[src/rtl/nucleotide_packer_gc_binner_macros.svh]
// Assertion helpers shared by the packer modules.
`ifndef NUCLEOTIDE_PACKER_GC_BINNER_MACROS_SVH
`define NUCLEOTIDE_PACKER_GC_BINNER_MACROS_SVH

`ifndef SYNTHESIS

// The expression must hold at every clock edge outside reset.
`define NPK_ASSERT(label, clk_s, rst_s, expr) \
    label: assert property (@(posedge clk_s) disable iff (!rst_s) (expr)) \
        else $error("npk: assertion failed");

// When the first expression holds, the second must hold in the next cycle.
`define NPK_ASSERT_NEXT(label, clk_s, rst_s, ante, cons) \
    label: assert property (@(posedge clk_s) disable iff (!rst_s) (ante) |=> (cons)) \
        else $error("npk: assertion failed");

`else

`define NPK_ASSERT(label, clk_s, rst_s, expr)
`define NPK_ASSERT_NEXT(label, clk_s, rst_s, ante, cons)

`endif

`endif

[src/rtl/npk_pkg.sv]
package npk_pkg;

    typedef enum logic [1:0] {
        PHASE_SEEK,
        PHASE_PACK,
        PHASE_DONE
    } phase_t;

    localparam int CFG_INDEX_W = 1;
    localparam int CFG_DATA_W  = 32;
    localparam logic [CFG_INDEX_W-1:0] CFG_SEQUENCE_LENGTH = 1'd0;
    localparam logic [CFG_INDEX_W-1:0] CFG_GC_ENABLE       = 1'd1;

    localparam logic [1:0] KIND_WORD = 2'd0;
    localparam logic [1:0] KIND_BIN  = 2'd1;
    localparam logic [1:0] KIND_DONE = 2'd2;

    localparam int CODE_W         = 3;
    localparam int SHIFT_W        = 15;
    localparam int SLOT_W         = 3;
    localparam int WORD_W         = 16;
    localparam int COUNT_W        = 32;
    localparam int START_W        = 33;
    localparam int CODES_PER_WORD = 5;

    localparam logic [CODE_W-1:0] CODE_NONE = 3'd0;
    localparam logic [CODE_W-1:0] CODE_A    = 3'd1;
    localparam logic [CODE_W-1:0] CODE_C    = 3'd2;
    localparam logic [CODE_W-1:0] CODE_G    = 3'd3;
    localparam logic [CODE_W-1:0] CODE_T    = 3'd4;

    localparam logic [WORD_W-1:0] BAD_BIN = 16'd255;

    localparam logic [7:0] GRAPHIC_FIRST = 8'h21;
    localparam logic [7:0] GRAPHIC_LAST  = 8'h7E;

    typedef struct packed {
        logic [7:0] char_byte;
        logic       end_of_input;
    } in_item_t;

    typedef struct packed {
        logic [1:0]         item_kind;
        logic [WORD_W-1:0]  item_value;
        logic [START_W-1:0] start_position;
        logic               load_error;
        logic               last_of_run;
    } out_item_t;

    // Results of one step. The word slot holds either a completed word, which
    // goes out before the bin, or a flushed partial word, which goes out after it.
    typedef struct packed {
        logic               word_valid;
        logic               word_after_bin;
        logic [WORD_W-1:0]  word;
        logic               bin_valid;
        logic [WORD_W-1:0]  bin_value;
        logic               done_valid;
        logic [START_W-1:0] start;
        logic               error;
    } bundle_t;

    function automatic logic is_graphic(input logic [7:0] ch);
        return (ch >= GRAPHIC_FIRST) && (ch <= GRAPHIC_LAST);
    endfunction

    function automatic logic [CODE_W-1:0] base_code(input logic [7:0] ch);
        logic [CODE_W-1:0] code;
        case (ch)
            "A", "a": code = CODE_A;
            "C", "c": code = CODE_C;
            "G", "g": code = CODE_G;
            "T", "t": code = CODE_T;
            default:  code = CODE_NONE;
        endcase
        return code;
    endfunction

    // Left-aligns a partial word that holds the given number of codes.
    function automatic logic [WORD_W-1:0] flush_word(input logic [SHIFT_W-1:0] shift,
                                                     input logic [SLOT_W-1:0]  slot);
        logic [WORD_W-1:0] w;
        case (slot)
            3'd1:    w = {1'b0, shift[2:0], 12'b0};
            3'd2:    w = {1'b0, shift[5:0], 9'b0};
            3'd3:    w = {1'b0, shift[8:0], 6'b0};
            3'd4:    w = {1'b0, shift[11:0], 3'b0};
            default: w = {1'b0, shift};
        endcase
        return w;
    endfunction

endpackage

[src/rtl/npk_stream_if.sv]
interface npk_stream_if #(parameter type payload_t = logic);
    logic     valid;
    logic     ready;
    payload_t payload;

    modport source (output valid, output payload, input ready);
    modport sink   (input valid, input payload, output ready);
endinterface

[src/rtl/nucleotide_packer_gc_binner.sv]
// Packs FASTA text into 16-bit words of five 3-bit base codes, optionally
// reports G+C counts per bin of BIN_SIZE bases, and ends with one done item
// carrying the start position and an error flag. A character waits in the
// input register until its results load into the result register. The single
// result port limits the rate: a character with more than one result (at most
// three) holds the input until all but the last have left, so a stream with at
// most one result per character runs at one character per cycle while the
// output is ready. Configuration is taken on any cycle with cfg_write_en high;
// after done, characters are consumed without results until reset.
module nucleotide_packer_gc_binner
    import npk_pkg::*;
#(
    parameter int BIN_SIZE = 100
)
(
    input  logic                   clk,
    input  logic                   rst_n,
    input  logic                   cfg_write_en,
    input  logic [CFG_INDEX_W-1:0] cfg_index,
    input  logic [CFG_DATA_W-1:0]  cfg_data,
    npk_stream_if.sink             char_stream,
    npk_stream_if.source           item_stream
);

    logic      in_valid_reg, in_valid_next;
    in_item_t  in_item_reg;
    logic      in_ready;
    logic      can_load;
    logic      step_en;
    bundle_t   results;
    out_item_t out_item;
    logic      out_valid;

    assign step_en           = in_valid_reg && can_load;
    assign in_ready          = !in_valid_reg || step_en;
    assign char_stream.ready = in_ready;
    assign in_valid_next     = in_ready ? char_stream.valid : in_valid_reg;

    always_ff @(posedge clk or negedge rst_n)
    begin
        if (!rst_n)
        begin
            in_valid_reg <= 1'b0;
        end
        else
        begin
            in_valid_reg <= in_valid_next;
        end
    end

    always_ff @(posedge clk)
    begin
        if (in_ready && char_stream.valid)
        begin
            in_item_reg <= char_stream.payload;
        end
    end

    npk_step_core #(
        .BIN_SIZE (BIN_SIZE)
    ) u_core (
        .clk          (clk),
        .rst_n        (rst_n),
        .cfg_write_en (cfg_write_en),
        .cfg_index    (cfg_index),
        .cfg_data     (cfg_data),
        .step_en      (step_en),
        .item         (in_item_reg),
        .results      (results)
    );

    npk_result_queue u_queue (
        .clk       (clk),
        .rst_n     (rst_n),
        .load_en   (step_en),
        .load      (results),
        .can_load  (can_load),
        .out_valid (out_valid),
        .out_ready (item_stream.ready),
        .out_item  (out_item)
    );

    assign item_stream.valid   = out_valid;
    assign item_stream.payload = out_item;

endmodule

[src/rtl/npk_step_core.sv]
`include "nucleotide_packer_gc_binner_macros.svh"

module npk_step_core
    import npk_pkg::*;
#(
    parameter int BIN_SIZE = 100
)
(
    input  logic                   clk,
    input  logic                   rst_n,
    input  logic                   cfg_write_en,
    input  logic [CFG_INDEX_W-1:0] cfg_index,
    input  logic [CFG_DATA_W-1:0]  cfg_data,
    input  logic                   step_en,
    input  in_item_t               item,
    output bundle_t                results
);

    // Bin counters must hold one past the bin size: with a bin of one base the
    // first bin spans two.
    localparam int BIN_W = $clog2(BIN_SIZE + 2);
    localparam logic [BIN_W-1:0] BIN_LAST = BIN_W'(BIN_SIZE);
    localparam logic [SLOT_W-1:0] SLOT_LAST = SLOT_W'(CODES_PER_WORD - 1);

    logic [COUNT_W-1:0] seq_len_reg;
    logic               gc_en_reg;

    phase_t             phase_reg, phase_next;
    logic [COUNT_W-1:0] skipped_reg, skipped_next;
    logic [COUNT_W-1:0] total_reg, total_next;
    logic [SHIFT_W-1:0] shift_reg, shift_next;
    logic [SLOT_W-1:0]  slot_reg, slot_next;
    logic [BIN_W-1:0]   bin_pos_reg, bin_pos_next;
    logic [BIN_W-1:0]   at_reg, at_next;
    logic [BIN_W-1:0]   gc_reg, gc_next;

    logic               graphic;
    logic [CODE_W-1:0]  code;
    logic               code_is_gc;
    logic               code_is_at;
    logic [COUNT_W:0]   total_inc;
    logic               full_now;
    logic               full_after;
    logic               exact_now;
    logic               exact_after;
    logic [SHIFT_W-1:0] shifted;
    logic [BIN_W-1:0]   bin_step;
    logic [BIN_W:0]     bin_sum;
    logic               finish;
    logic               finish_err;

    always_ff @(posedge clk or negedge rst_n)
    begin
        if (!rst_n)
        begin
            seq_len_reg <= COUNT_W'(1);
            gc_en_reg   <= 1'b0;
        end
        else if (cfg_write_en)
        begin
            case (cfg_index)
                CFG_SEQUENCE_LENGTH: seq_len_reg <= cfg_data;
                CFG_GC_ENABLE:       gc_en_reg   <= cfg_data[0];
                default:             ;
            endcase
        end
    end

    assign graphic     = is_graphic(item.char_byte);
    assign code        = base_code(item.char_byte);
    assign code_is_gc  = (code == CODE_C) || (code == CODE_G);
    assign code_is_at  = (code == CODE_A) || (code == CODE_T);
    assign total_inc   = {1'b0, total_reg} + {{COUNT_W{1'b0}}, 1'b1};
    assign full_now    = total_reg >= seq_len_reg;
    assign exact_now   = total_reg == seq_len_reg;
    assign full_after  = total_inc >= {1'b0, seq_len_reg};
    assign exact_after = total_inc == {1'b0, seq_len_reg};
    assign shifted     = {shift_reg[SHIFT_W-CODE_W-1:0], code};
    assign bin_step    = bin_pos_reg + BIN_W'(1);

    always_comb
    begin
        phase_next   = phase_reg;
        skipped_next = skipped_reg;
        total_next   = total_reg;
        shift_next   = shift_reg;
        slot_next    = slot_reg;
        bin_pos_next = bin_pos_reg;
        at_next      = at_reg;
        gc_next      = gc_reg;
        results      = '0;
        finish       = 1'b0;
        finish_err   = 1'b0;
        bin_sum      = '0;

        case (phase_reg)
            PHASE_SEEK:
            begin
                if (full_now || item.end_of_input)
                begin
                    finish     = 1'b1;
                    finish_err = 1'b1;
                end
                else if (graphic)
                begin
                    total_next = total_inc[COUNT_W-1:0];
                    if (code == CODE_NONE)
                    begin
                        skipped_next = skipped_reg + COUNT_W'(1);
                        finish       = full_after;
                        finish_err   = 1'b1;
                    end
                    else
                    begin
                        // The first base is counted in the first bin whatever
                        // the GC setting.
                        phase_next   = PHASE_PACK;
                        shift_next   = SHIFT_W'(code);
                        slot_next    = SLOT_W'(1);
                        bin_pos_next = BIN_W'(1);
                        at_next      = BIN_W'(code_is_at);
                        gc_next      = BIN_W'(code_is_gc);
                        finish       = full_after;
                        finish_err   = !exact_after;
                    end
                end
            end
            PHASE_PACK:
            begin
                if (full_now || item.end_of_input)
                begin
                    finish     = 1'b1;
                    finish_err = !exact_now;
                end
                else if (graphic)
                begin
                    total_next = total_inc[COUNT_W-1:0];
                    if (slot_reg == SLOT_LAST)
                    begin
                        results.word_valid = 1'b1;
                        results.word       = WORD_W'(shifted);
                        shift_next         = '0;
                        slot_next          = '0;
                    end
                    else
                    begin
                        shift_next = shifted;
                        slot_next  = slot_reg + SLOT_W'(1);
                    end
                    if (gc_en_reg)
                    begin
                        at_next = at_reg + BIN_W'(code_is_at);
                        gc_next = gc_reg + BIN_W'(code_is_gc);
                        bin_sum = {1'b0, at_next} + {1'b0, gc_next};
                        if (bin_step >= BIN_LAST)
                        begin
                            results.bin_valid = 1'b1;
                            results.bin_value = (bin_sum == {1'b0, BIN_LAST})
                                                ? WORD_W'(gc_next) : BAD_BIN;
                            bin_pos_next      = '0;
                            at_next           = '0;
                            gc_next           = '0;
                        end
                        else
                        begin
                            bin_pos_next = bin_step;
                        end
                    end
                    finish     = full_after;
                    finish_err = !exact_after;
                end
            end
            default:
            begin
            end
        endcase

        if (finish)
        begin
            if ((phase_next == PHASE_PACK) && (shift_next != '0) && (slot_next != '0))
            begin
                results.word_valid     = 1'b1;
                results.word_after_bin = 1'b1;
                results.word           = flush_word(shift_next, slot_next);
            end
            phase_next         = PHASE_DONE;
            results.done_valid = 1'b1;
            results.start      = {1'b0, skipped_next} + {{COUNT_W{1'b0}}, 1'b1};
            results.error      = finish_err;
        end
    end

    always_ff @(posedge clk or negedge rst_n)
    begin
        if (!rst_n)
        begin
            phase_reg   <= PHASE_SEEK;
            skipped_reg <= '0;
            total_reg   <= '0;
            shift_reg   <= '0;
            slot_reg    <= '0;
            bin_pos_reg <= '0;
            at_reg      <= '0;
            gc_reg      <= '0;
        end
        else if (step_en)
        begin
            phase_reg   <= phase_next;
            skipped_reg <= skipped_next;
            total_reg   <= total_next;
            shift_reg   <= shift_next;
            slot_reg    <= slot_next;
            bin_pos_reg <= bin_pos_next;
            at_reg      <= at_next;
            gc_reg      <= gc_next;
        end
    end

    `NPK_ASSERT_NEXT(a_done_holds, clk, rst_n, phase_reg == PHASE_DONE, phase_reg == PHASE_DONE)
    `NPK_ASSERT(a_slot_below_word, clk, rst_n, slot_reg <= SLOT_LAST)
    `NPK_ASSERT(a_pack_has_base, clk, rst_n, phase_reg != PHASE_PACK || total_reg != skipped_reg)

endmodule

[src/rtl/npk_result_queue.sv]
`include "nucleotide_packer_gc_binner_macros.svh"

module npk_result_queue
    import npk_pkg::*;
(
    input  logic      clk,
    input  logic      rst_n,
    input  logic      load_en,
    input  bundle_t   load,
    output logic      can_load,
    output logic      out_valid,
    input  logic      out_ready,
    output out_item_t out_item
);

    bundle_t    bundle_reg, bundle_next;
    logic [1:0] pending;
    logic       pop;
    logic       sel_word_early;
    logic       sel_bin;
    logic       sel_word_late;

    assign pending   = 2'(bundle_reg.word_valid) + 2'(bundle_reg.bin_valid)
                     + 2'(bundle_reg.done_valid);
    assign out_valid = pending != 2'd0;
    assign pop       = out_valid && out_ready;
    // A new step may load as soon as the last pending result leaves.
    assign can_load  = (pending == 2'd0) || ((pending == 2'd1) && out_ready);

    assign sel_word_early = bundle_reg.word_valid && !bundle_reg.word_after_bin;
    assign sel_bin        = !sel_word_early && bundle_reg.bin_valid;
    assign sel_word_late  = !sel_word_early && !bundle_reg.bin_valid && bundle_reg.word_valid;

    always_comb
    begin
        out_item             = '0;
        out_item.last_of_run = pending == 2'd1;
        if (sel_word_early || sel_word_late)
        begin
            out_item.item_kind  = KIND_WORD;
            out_item.item_value = bundle_reg.word;
        end
        else if (sel_bin)
        begin
            out_item.item_kind  = KIND_BIN;
            out_item.item_value = bundle_reg.bin_value;
        end
        else
        begin
            out_item.item_kind      = KIND_DONE;
            out_item.start_position = bundle_reg.start;
            out_item.load_error     = bundle_reg.error;
        end
    end

    always_comb
    begin
        bundle_next = bundle_reg;
        if (pop)
        begin
            if (sel_word_early || sel_word_late)
            begin
                bundle_next.word_valid = 1'b0;
            end
            else if (sel_bin)
            begin
                bundle_next.bin_valid = 1'b0;
            end
            else
            begin
                bundle_next.done_valid = 1'b0;
            end
        end
        if (load_en)
        begin
            bundle_next = load;
        end
    end

    always_ff @(posedge clk or negedge rst_n)
    begin
        if (!rst_n)
        begin
            bundle_reg <= '0;
        end
        else
        begin
            bundle_reg <= bundle_next;
        end
    end

    `NPK_ASSERT(a_done_is_last, clk, rst_n, !(out_valid && out_item.item_kind == KIND_DONE) || out_item.last_of_run)

endmodule
[src/flat_wrapper.sv]
// flat-port wrapper written by rule: the top's interface ports become plain ports
module nucleotide_packer_gc_binner_flat import npk_pkg::*;
#(
    parameter int BIN_SIZE = 100
)
  (clk, rst_n, cfg_write_en, cfg_index, cfg_data, char_stream_valid, char_stream_payload, char_stream_ready, item_stream_valid, item_stream_payload, item_stream_ready);
  npk_stream_if char_stream_i ();
  npk_stream_if item_stream_i ();
  input  logic clk;
  input  logic rst_n;
  input  logic cfg_write_en;
  input  logic [CFG_INDEX_W-1:0] cfg_index;
  input  logic [CFG_DATA_W-1:0] cfg_data;
  input wire logic [$bits(char_stream_i.valid)-1:0] char_stream_valid;
  input wire logic [$bits(char_stream_i.payload)-1:0] char_stream_payload;
  output wire logic [$bits(char_stream_i.ready)-1:0] char_stream_ready;
  output wire logic [$bits(item_stream_i.valid)-1:0] item_stream_valid;
  output wire logic [$bits(item_stream_i.payload)-1:0] item_stream_payload;
  input wire logic [$bits(item_stream_i.ready)-1:0] item_stream_ready;
  assign char_stream_i.valid = char_stream_valid;
  assign char_stream_i.payload = char_stream_payload;
  assign char_stream_ready = char_stream_i.ready;
  assign item_stream_valid = item_stream_i.valid;
  assign item_stream_payload = item_stream_i.payload;
  assign item_stream_i.ready = item_stream_ready;
  nucleotide_packer_gc_binner #(.BIN_SIZE(BIN_SIZE)) u_core (.clk(clk), .rst_n(rst_n), .cfg_write_en(cfg_write_en), .cfg_index(cfg_index), .cfg_data(cfg_data), .char_stream(char_stream_i), .item_stream(item_stream_i));
endmodule
[config.mk]
export PLATFORM = sky130hd
export DESIGN_NAME = nucleotide_packer_gc_binner_flat
export DESIGN_NICKNAME = d
export VERILOG_FILES = /design/src/rtl/npk_pkg.sv /design/src/rtl/npk_stream_if.sv /design/src/rtl/nucleotide_packer_gc_binner.sv /design/src/rtl/npk_step_core.sv /design/src/rtl/npk_result_queue.sv /design/src/flat_wrapper.sv
export VERILOG_INCLUDE_DIRS = /design/src /design/src/rtl
export SDC_FILE = /design/constraint.sdc
export NUM_CORES = 1
export LEC_CHECK = 0
export BUFFER_PORTS_ARGS = -buffer_cell sky130_fd_sc_hd__clkbuf_2
export CAP_MARGIN = 20
export CELL_PAD_IN_SITES_DETAIL_PLACEMENT = 1
export CELL_PAD_IN_SITES_GLOBAL_PLACEMENT = 1
export CORE_MARGIN = 4
export CORE_UTILIZATION = 29
export DETAILED_ROUTE_END_ITERATION = 10
export HOLD_SLACK_MARGIN = 0.12
export PLACE_DENSITY = 0.69
export SETUP_SLACK_MARGIN = 0.15
export SYNTH_ARGS = -nofsm -noshare
export SYNTH_HDL_FRONTEND = slang
export SYNTH_SLANG_ARGS = --single-unit
[constraint.sdc]
create_clock -name clk -period 1.5 [get_ports clk]
set_clock_uncertainty 0.1 [all_clocks]
set_input_delay 0.075 -clock clk [delete_from_list [all_inputs] [get_ports clk]]
set_output_delay 0.075 -clock clk [all_outputs]
set_load 0.02 [all_outputs]
# Word level (Yosys, flattened, before mapping)
# Index checks and enable logic that the tools add are counted.
classes:
  muxes: 15
  addsub: 2
  n_eq_ne: 4
  order_cmp: 1
  bitwise: 1
  n_reduce_logical: 28
op_table:
  columns: ["cell", "n"]
  rows:
  - ["$mux 70", 1]
  - ["$mux 35", 1]
  - ["$ge 1x32->1 const A", 1]
  - ["$logic_not 32->1", 1]
  - ["$mux 1", 11]
  - ["$reduce_bool 2->1", 4]
  - ["$logic_and 1x1->1", 7]
  - ["$reduce_and 2->1", 3]
  - ["$reduce_and 3->1", 2]
  - ["$eq 2x1->1 const B", 2]
  - ["$logic_not 1->1", 4]
  - ["$logic_not 2->1", 2]
  - ["$logic_or 1x1->1", 4]
  - ["$ne 2x2->1 const B", 2]
  - ["$add 1x1->2", 1]
  - ["$add 2x1->2", 1]
  - ["$mux 2", 1]
  - ["$pmux 1 s2", 1]
  - ["$reduce_or 2->1", 1]
  - ["$not 1->1", 1]
word_totals:
  input_bits: 39
  output_inout_bits: 3
  reg_bits: 73
  wordCells: 60

# Longest topological paths before layout
# Gate-level depths: netlist of the first run.
depth:
  depth_word: 8
  ltp_mapped: 4
  mapped_depth_nobuf: 4

# Cells and area by module
# A second synthesis of the first run with hierarchy kept.
hier_totals:
  cells_unflattened: 1610
  area_unflattened_um2: 14624.0
modules_own_cells:
  columns: ["mod", "seq_area_each_um2", "instances", "cells_per_inst", "area_per_inst_um2"]
  rows:
  - ["npk_step_core", 3454.6, 1, 1381, 11418.5]
  - ["npk_result_queue", 1751.7, 1, 222, 3111.7]
  - ["nucleotide_packer_gc_binner", 55.1, 1, 7, 93.8]

# Worst setup path after synthesis of the first run
# Ideal clock, no wire load.
synth_timing:
  kind: "reg2reg"
  start: "reg u_core.u_queue.bundle_reg[34] in the netlist's numbering"
  end: "reg u_core.in_item_reg[0] in the netlist's numbering (enable)"
  n_path_buf: 0
  path_slack_ps: 187
  arrival_ps: 971
  path_stages_with_launch: 3
  setup_ps: 242
  period_less_slack_ps: 1313
  t_required_ps: 1158
  cell_sequence: "dfrtp_1 -> nand3b_1 -> and2_1"
synth_via:
  elab_chain_len: 7
  word_cells_on_any_way: 8
  classes_between: "add/sub: 1; eq/ne: 1; reduce/logical: 6"
synth_lines:
  columns: ["element", "line", "rtl"]
  rows:
  - ["from (decl)", "npk_result_queue.sv:16", "bundle_t bundle_reg, bundle_next;"]
  - ["from (signal assigned)", "npk_result_queue.sv:88", "bundle_reg <= bundle_next;"]
  - ["$add 2x1->2 *", "npk_result_queue.sv:24", "+ 2'(bundle_reg.done_valid);"]
  - ["$eq 2x1->1", "npk_result_queue.sv:28", "assign can_load = (pending == 2'd0) || ((pending == 2'd1) && out_ready);"]
  - ["$logic_and 1x1->1", "npk_result_queue.sv:28", null]
  - ["$logic_or 1x1->1 *", "npk_result_queue.sv:28", null]
  - ["$logic_and 1x1->1 *", "nucleotide_packer_gc_binner.sv:34", "assign step_en = in_valid_reg && can_load;"]
  - ["$logic_or 1x1->1 *", "nucleotide_packer_gc_binner.sv:35", "assign in_ready = !in_valid_reg || step_en;"]
  - ["named net char_stream_ready", "flat_wrapper.sv:16", "output wire logic [$bits(char_stream_i.ready)-1:0] char_stream_ready;"]
  - ["$logic_and 1x1->1 *", "nucleotide_packer_gc_binner.sv:53", "if (in_ready && char_stream.valid)"]
  - ["to (signal assigned)", "nucleotide_packer_gc_binner.sv:55", "in_item_reg <= char_stream.payload;"]
  - ["to (decl)", "nucleotide_packer_gc_binner.sv:26", "in_item_t in_item_reg;"]
# The timed path passes the listed nets; every way through them passes the cells marked *.
# A chain may end at the register's enable or synchronous reset.

# Worst setup path in the final report of the first run
layout_timing:
  start: "reg u_core.u_core.seq_len_reg[12]"
  end: "reg u_core.u_queue.bundle_reg[34] in the netlist's numbering"
layout_via:
  elab_chain_len: 6
layout_lines:
  columns: ["element", "line", "rtl"]
  rows:
  - ["from (decl)", "npk_step_core.sv:25", "logic [COUNT_W-1:0] seq_len_reg;"]
  - ["from (signal assigned)", "npk_step_core.sv:62", "CFG_SEQUENCE_LENGTH: seq_len_reg <= cfg_data;"]
  - ["$ge 1x32->1", "npk_step_core.sv:74", "assign full_now = total_reg >= seq_len_reg;"]
  - ["$logic_or 1x1->1", "npk_step_core.sv:99, npk_step_core.sv:130", null]
  - ["$mux 1", "npk_step_core.sv:99", "if (full_now || item.end_of_input)"]
  - ["$mux 1", null, null]
  - ["$mux 35", "npk_step_core.sv:178", "if (finish)"]
  - ["$mux 70", "npk_result_queue.sv:74", "if (load_en)"]
# No other way between the ends.

==> results of run 1 <==
[power groups by stage]
stage | Combinational (mW) | Clock [mW] | Sequential (mW)
finish | 0.443 | 0.852 | 1.21
global route | 0.480 | 0.933 | 1.23
CTS | 0.440 | 0.880 | 1.20
detailed placement | 0.342 | 0 | 1.21
global placement | 0.327 | 0 | 1.20
floorplan | 0.249 | 0 | 1.18
[critical path, stage by stage (launching register included)]
cell,delay (ps)
dfrtp_1,400
nor4_2,290
and4_1,260
a21oi_2,70
o21ai_1,110
[placed cells by master, fill, tap and decap left out, types with 2 or more instances in the layout]
cell type | Yosys | routed
dfrtp_1 | 34 | 34
mux2_4 | 30 | 30
nor4_2 | 0 | 6
buf_4 | 1 | 5
nand2b_1 | 3 | 3
mux2_2 | 2 | 2
clkbuf_2 | 0 | 41
dlygate4sd3_1 | 0 | 36
buf_12 | 2 | 2
and4_1 | 2 | 2
clkbuf_8 | 0 | 5
nor4_1 | 8 | 2
[cell families (layout without fill, tap and decap cells)]
| group | count (synthesis) | count (layout) | synth area share (%) |
|---|---|---|---|
| buffers and inverters | 5 | 92 | 4.62 |
| muxes | 32 | 32 | 29.6 |
| and+or+nand+nor | 17 | 17 | 7.37 |
| DFF | 36 | 36 | 56.8 |
| AOI/OAI and AO/OA | 3 | 3 | 1.57 |
[per-layer routing]
metal / vias up / wire (microns) / global-route usage, % / share of wire, %
met5: - / 0 / 0 / 0
met4: 0 / 43 / 3.49 / 1.2
met3: 3 / 147 / 3.25 / 4.0
met2: 32 / 1920 / 20.5 / 52
met1: 538 / 1590 / 15.4 / 43
li1: 502 / - / - / -
[cell type report]
class,count,share of cell area (%)
Tap cell,70,3.65
Multi-Input combinational cell,52,27.2
Clock buffer,5,2.86
Timing Repair Buffer,84,26.8
Sequential cell,36,37.8
Clock inverter,3,1.77
[path summary, 6_finish.rpt]
kind,from,end
worst max-delay path,u_core.u_core.seq_len_reg[12],u_core.u_queue.bundle_reg[34]
worst min-delay path,cfg_index,u_core.u_core.seq_len_reg[12]
worst max register to register,u_core.u_core.seq_len_reg[12],u_core.u_queue.bundle_reg[34]
worst min register to register,u_core.u_core.phase_reg[1],u_core.u_core.phase_reg[1]
max in group asynchronous,rst_n,u_core.u_core.seq_len_reg[0]
min in group asynchronous,rst_n,u_core.u_core.seq_len_reg[5]
[stage by stage]
step                      hold WS, ps  instances  setup WS, ps  total power, mW  utilization, %
after global placement           22.4        202           133             1.52            35.8
after CTS                         215        249           156             2.52            45.8
after floorplan                  -321         93           187             1.43               -
after detailed placement         41.3        202           117             1.55            35.8
final                             216        250           191             2.51            46.2
after global routing              222        250           123             2.64            46.2
[what timing repair did]
action,in CTS,in global routing
pin swaps,7,4
buffers inserted,3,1
endpoints found under the setup margin,2,2
resized for setup,4,2
hold buffers,36,0
hold endpoints to repair,71,0
==> metrics.md, run 1 <==
| Metric | Value |
|---|---|
| Outcome | finished, final reports clean |
| First-pass GRT wire length | slightly above 6000 microns |
| Sw frac | 23.4% |
| Clock transition at path regs | about 70 ps |
| Flop2flop setup slack | 190 ps |
| Drt wl/cell | 14.8 microns |
| Final setup viols | 0 |
| Setup TNS | 0 ps |
| Remaining DRCs | 0 |
| Cell Area, Placed | approximately 1900 sq um |
| Critical Path RT | 1620 ps |
| Top cells by area, synth | dfrtp_1, mux2_4, nor4_1 |
| CP Launch Type | flip-flop |
| Post-synth ARST share | 97.2% |
| I/O pin cnt | 42 |
| Critical path class | flip-flop to flip-flop |
| Overflow after GRT | 0 |
| Cells after Synth | 93 |
| Area grow syn2layout | 50.5% |
| Worst skew pair latency | 290 ps |
| Area taken by multi-input logic gates | 653 sq um |
| Starting Density | slightly above 30% |
| Post-synth top area cell | dfrtp_1 |
| Chip width | between 80 and 90 microns |
| Design area | around 2400 sq um |
| Post-synthesis register bit count | 36 |
| RSZ-0062 raised after global routing | yes |
| All-layer global routing usage | 12.2% |
| Total Routed Length | 3700 microns |
| Post-DP HPWL | 2480 microns |
| Synth cell types | 19 |
| Layout fillers | 554 |
| Initial antenna violation count | 0 |
| Final hold violations | 0 |
| Sequential Area | 907 sq um |
| Num CTS Buffers | 5 |
| Slew @ Worst Pin | roughly 440 ps |
| Arr. time, crit path | about 1400 ps |
| Peak fanout along the critical path | 2 |
| ANT cells | 0 |
| Die area | a little under 7000 sq um |
| Post-synth top flop | dfrtp_1 |
| Synth top cells by count | dfrtp_1, mux2_4, nor4_1 |
| FMAX | 764 MHz |
| Net switching power | 0.587 mW |
| Leak pwr | 1.11 nW |
| Max reg flops | 32 |
| Worst Hold Class | input pin to flip-flop |
| Period utilization | 87.3% |
| Post-synth top area share | a little over half |
| Tmin final | roughly 1300 ps |
| Kind of end point of the critical path | flip-flop |
| RD Place Congestion | 0.761 |
| Clock share of power | 34.0% |
| Comb power frac | 17.7% |
| R2r worst-path depth | 4 |
| CTS root buf | clkbuf_8 |
| I/O Buffers | 41 |
| Sequential power share | 48.3% |
| Avg Inst Size Synth | around 17 sq um |
| Post-synth EDFFs | 1 |
| VDD IR-drop max | 0.000950 V |
| Internal | approximately 1.9 mW |
| Rows | 26 |
| Cell depth of the worst hold path | 4 |
| Number of vias per cell | 4.30 |
| Cell area after synthesis | 1600 sq um |
| CTS tree | done |
| Longest Clk Path Bufs | 2 |
| Synthesis Warnings | 0 |
| Max cap viols | 0 |
| Vias in the first global route | 1,269 |
| Detailed Route Iter0 Violations | 31 |
| Core area | about 5200 sq um |
| Post-layout nets | 218 |
| Largest net degree at the start of global routing | 36 |
| Final Max Slew Viols | 0 |
| DRT Pass-1 Iters | 4 |
| Final ANT Viol Nets | 0 |
| DIE HEIGHT | between 80 and 90 microns |
| Sink Count | 36 |
| Sequential area share after synthesis | ~57% |
| H-tree levels | 2 |
| Max_slew headroom | between 70 and 80% |
| Share of cells above drive strength 1 | 54.4% |
| Most frequent cell after synthesis | dfrtp_1 |
| Post-synth net total | 132 |
| PwrDens | 1040 nW/um^2 |
| Via count | 1,075 |
Note: power is estimated with default switching activity, not from simulation.
==> run 2: changes to the inputs <==
--- a/config.mk
+++ b/config.mk
@@ -14,7 +14,8 @@
 export CORE_UTILIZATION = 29
 export DETAILED_ROUTE_END_ITERATION = 10
 export HOLD_SLACK_MARGIN = 0.12
-export PLACE_DENSITY = 0.69
+export MAX_ROUTING_LAYER = met4
+export PLACE_DENSITY = 0.54
 export SETUP_SLACK_MARGIN = 0.15
 export SYNTH_ARGS = -nofsm -noshare
 export SYNTH_HDL_FRONTEND = slang
==> run 2 against run 1 <==
Net effect:
- clock-buffer cell count rose by 3
- core utilization fell by 0.34 points
- largest cell class unchanged
- non-clock buffer count fell by 2
- hold slack got worse by 16 ps
- cell area fell by 0.73%
- largest power group unchanged
- wire length fell by 6.0%
- critical path type unchanged
- worst setup slack got worse by 16 ps
==> metrics.md, run 2 (synthesis results as in run 1) <==
| Metric | Value |
|---|---|
| First-pass GRT wire length | 5650 microns (-7.1%) |
| VDD IR-drop max | 0.000474 V (-50%) |
| Num CTS Buffers | 5 (unchanged) |
| Cell Area, Placed | 1860 sq um (-0.40%) |
| I/O pin cnt | 42 (unchanged) |
| Finished Layout Cells | 248 (-0.80%) |
| Commonest non-fill, non-tap cells in the layout | clkbuf_2, dlygate4sd3_1, dfrtp_1, mux2_4, clkbuf_8 |
| Overflow after GRT | 0 (unchanged) |
| Starting Density | 30.7% (unchanged) |
| Comb power frac | 18.2% (+0.5 points) |
| Via count | 1,052 (-2.1%) |
| Post-DP HPWL | 2340 microns (-5.6%) |
| H-tree levels | 2 (unchanged) |
| Critical path class | flip-flop to flip-flop |
| Worst Hold Class | input pin to async pin |
| Worst skew pair latency | 270 ps (-20 ps) |
| Internal | 1.84 mW (-4.0%) |
| Sw frac | 22.6% (-0.85 points) |
| Number of vias per cell | 4.24 (-1.4%) |
| RSZ-0062 raised after global routing | yes |
| Kind of end point of the critical path | flip-flop |
| Period utilization | 88.4% (+1.1 points) |
| Max reg flops | 32 (unchanged) |
| DRT Pass-1 Iters | 4 (unchanged) |
| Total power | 2.38 mW (-5.0%) |
| Sink Count | 36 (unchanged) |
| Final WS setup | 174 ps (-16.4 ps) |
| Min Hold Slack | 200 ps (-15.9 ps) |
| Final setup viols | 0 (unchanged) |
| Final Max Slew Viols | 0 (unchanged) |
| Vias in the first global route | 1,209 (-4.7%) |
| Dpl cells | 201 (-0.50%) |
| Net switching power | 0.537 mW (-8.5%) |
| Outcome | finished, final reports clean |
| R2r worst-path depth | 4 (unchanged) |
| Area grow syn2layout | 49.4% |
| Reg2reg end | u_core.u_queue.bundle_reg[34] |
| Flop2flop setup slack | 170 ps (-20 ps) |
| Slew @ Worst Pin | 244 ps (-198 ps) |
| Total Routed Length | 3480 microns (-6.0%) |
| CTS root buf | clkbuf_8 |
| FMAX | 754 MHz (-1.2%) |
| Die area | 6760 sq um (unchanged) |
| Chip width | 82.2 microns (unchanged) |
| Detailed Route Iter0 Violations | 26 (-16%) |
| PwrDens | 998 nW/um^2 (-4.3%) |
| Post-layout nets | 216 (-0.92%) |
| Final Core Density | 45.8% (-0.34 points) |
| Clock transition at path regs | 70 ps (about the same) |
| Critical Path RT | 1600 ps (-20 ps) |
| Longest Clk Path Bufs | 2 (unchanged) |
| Rows | 26 (unchanged) |
| I/O Buffers | 41 (unchanged) |
| Share of cells above drive strength 1 | 53.4% (-1.1 points) |
| Sequential power share | 50.9% (+2.6 points) |
| Largest net degree at the start of global routing | 36 (unchanged) |
| Dpl ws | 42.9 ps (-74.1 ps) |
| Clock share of power | 30.9% (-3.1 points) |
| Max_slew headroom | 83.6% (+13 points) |
| Tmin final | 1330 ps (+16.4 ps) |
| All-layer global routing usage | 11.5% (-0.70 points) |
| RD Place Congestion | 0.756 (-0.64%) |
| Arr. time, crit path | 1430 ps (about the same) |
| Core area | 5200 sq um (unchanged) |
| Leak pwr | 1.10 nW (-0.92%) |
| Setup TNS | 0 ps (unchanged) |
| DIE HEIGHT | 82.2 microns (unchanged) |
| Max cap viols | 0 (unchanged) |
| Final ANT Viol Nets | 0 (unchanged) |
| CP Launch Type | flip-flop |
| Final hold violations | 0 (unchanged) |
| Initial antenna violation count | 0 (unchanged) |
| Remaining DRCs | 0 (unchanged) |
| Peak fanout along the critical path | 2 (unchanged) |
| Drt wl/cell | 14.0 microns (-5.2%) |
| Most common cell after layout, fill and taps aside | clkbuf_2 |
| Reg-to-reg critical path startpoint | u_core.u_core.seq_len_reg[3] |
| Design area | 2380 sq um (-0.73%) |
| ANT cells | 0 (unchanged) |
| CTS tree | done |
run 2: how the worst max path moves through the flow:
stage                             startpoint                             to  cells past startpoint
2_1_floorplan  u_core.u_queue.bundle_reg[34]          u_core.in_item_reg[0]                      2
3_3_place_gp   u_core.u_core.seq_len_reg[21]     u_core.u_core.phase_reg[1]                      4
3_5_place_dp   u_core.u_core.seq_len_reg[21]  u_core.u_queue.bundle_reg[34]                      4
4_1_cts         u_core.u_core.seq_len_reg[3]     u_core.u_core.phase_reg[1]                      4
5_1_grt        u_core.u_core.seq_len_reg[18]  u_core.u_queue.bundle_reg[34]                      4
6_report        u_core.u_core.seq_len_reg[3]  u_core.u_queue.bundle_reg[34]                      4
run 2: area by class of cell:
type | count | area (sq um)
Clock buffer | 8 | 100
Fill cell | 551 | 2820
Multi-Input combinational cell | 52 | 662
Sequential cell | 36 | 907
Tap cell | 70 | 87.6
Timing Repair Buffer | 82 | 628
run 2: critical path, stage by stage (launching register included):
cell,delay [ps]
dfrtp_1,410
nor4_4,290
and4_1,260
a21oi_2,70
o21ai_1,120
run 2: power groups by stage:
stage	clock, mW	combinational (mW)	sequential, mW
2_1_floorplan	0	0.249	1.18
5_1_grt	0.796	0.469	1.23
3_5_place_dp	0	0.338	1.21
6_report	0.735	0.433	1.21
3_3_place_gp	0	0.329	1.20
4_1_cts	0.768	0.429	1.19
run 2: what timing repair did:
action                     4_1_cts  5_1_grt
hold buffers                    36        0
pin swaps                        4        4
hold endpoints to repair        72        0
gates resized for setup          2        5
setup endpoints to repair        2        2
buffers inserted                 2        1
run 2: per-layer routing:
| metal | GRT usage (%) | up-vias | share of wire (%) |
|---|---|---|---|
| li1 | - | 501 | - |
| met1 | 14.6 | 513 | 47 |
| met2 | 18.2 | 36 | 47 |
| met3 | 3.15 | 2 | 5.5 |
| met4 | 2.99 | 0 | 0.40 |
| met5 | - | - | 0 |
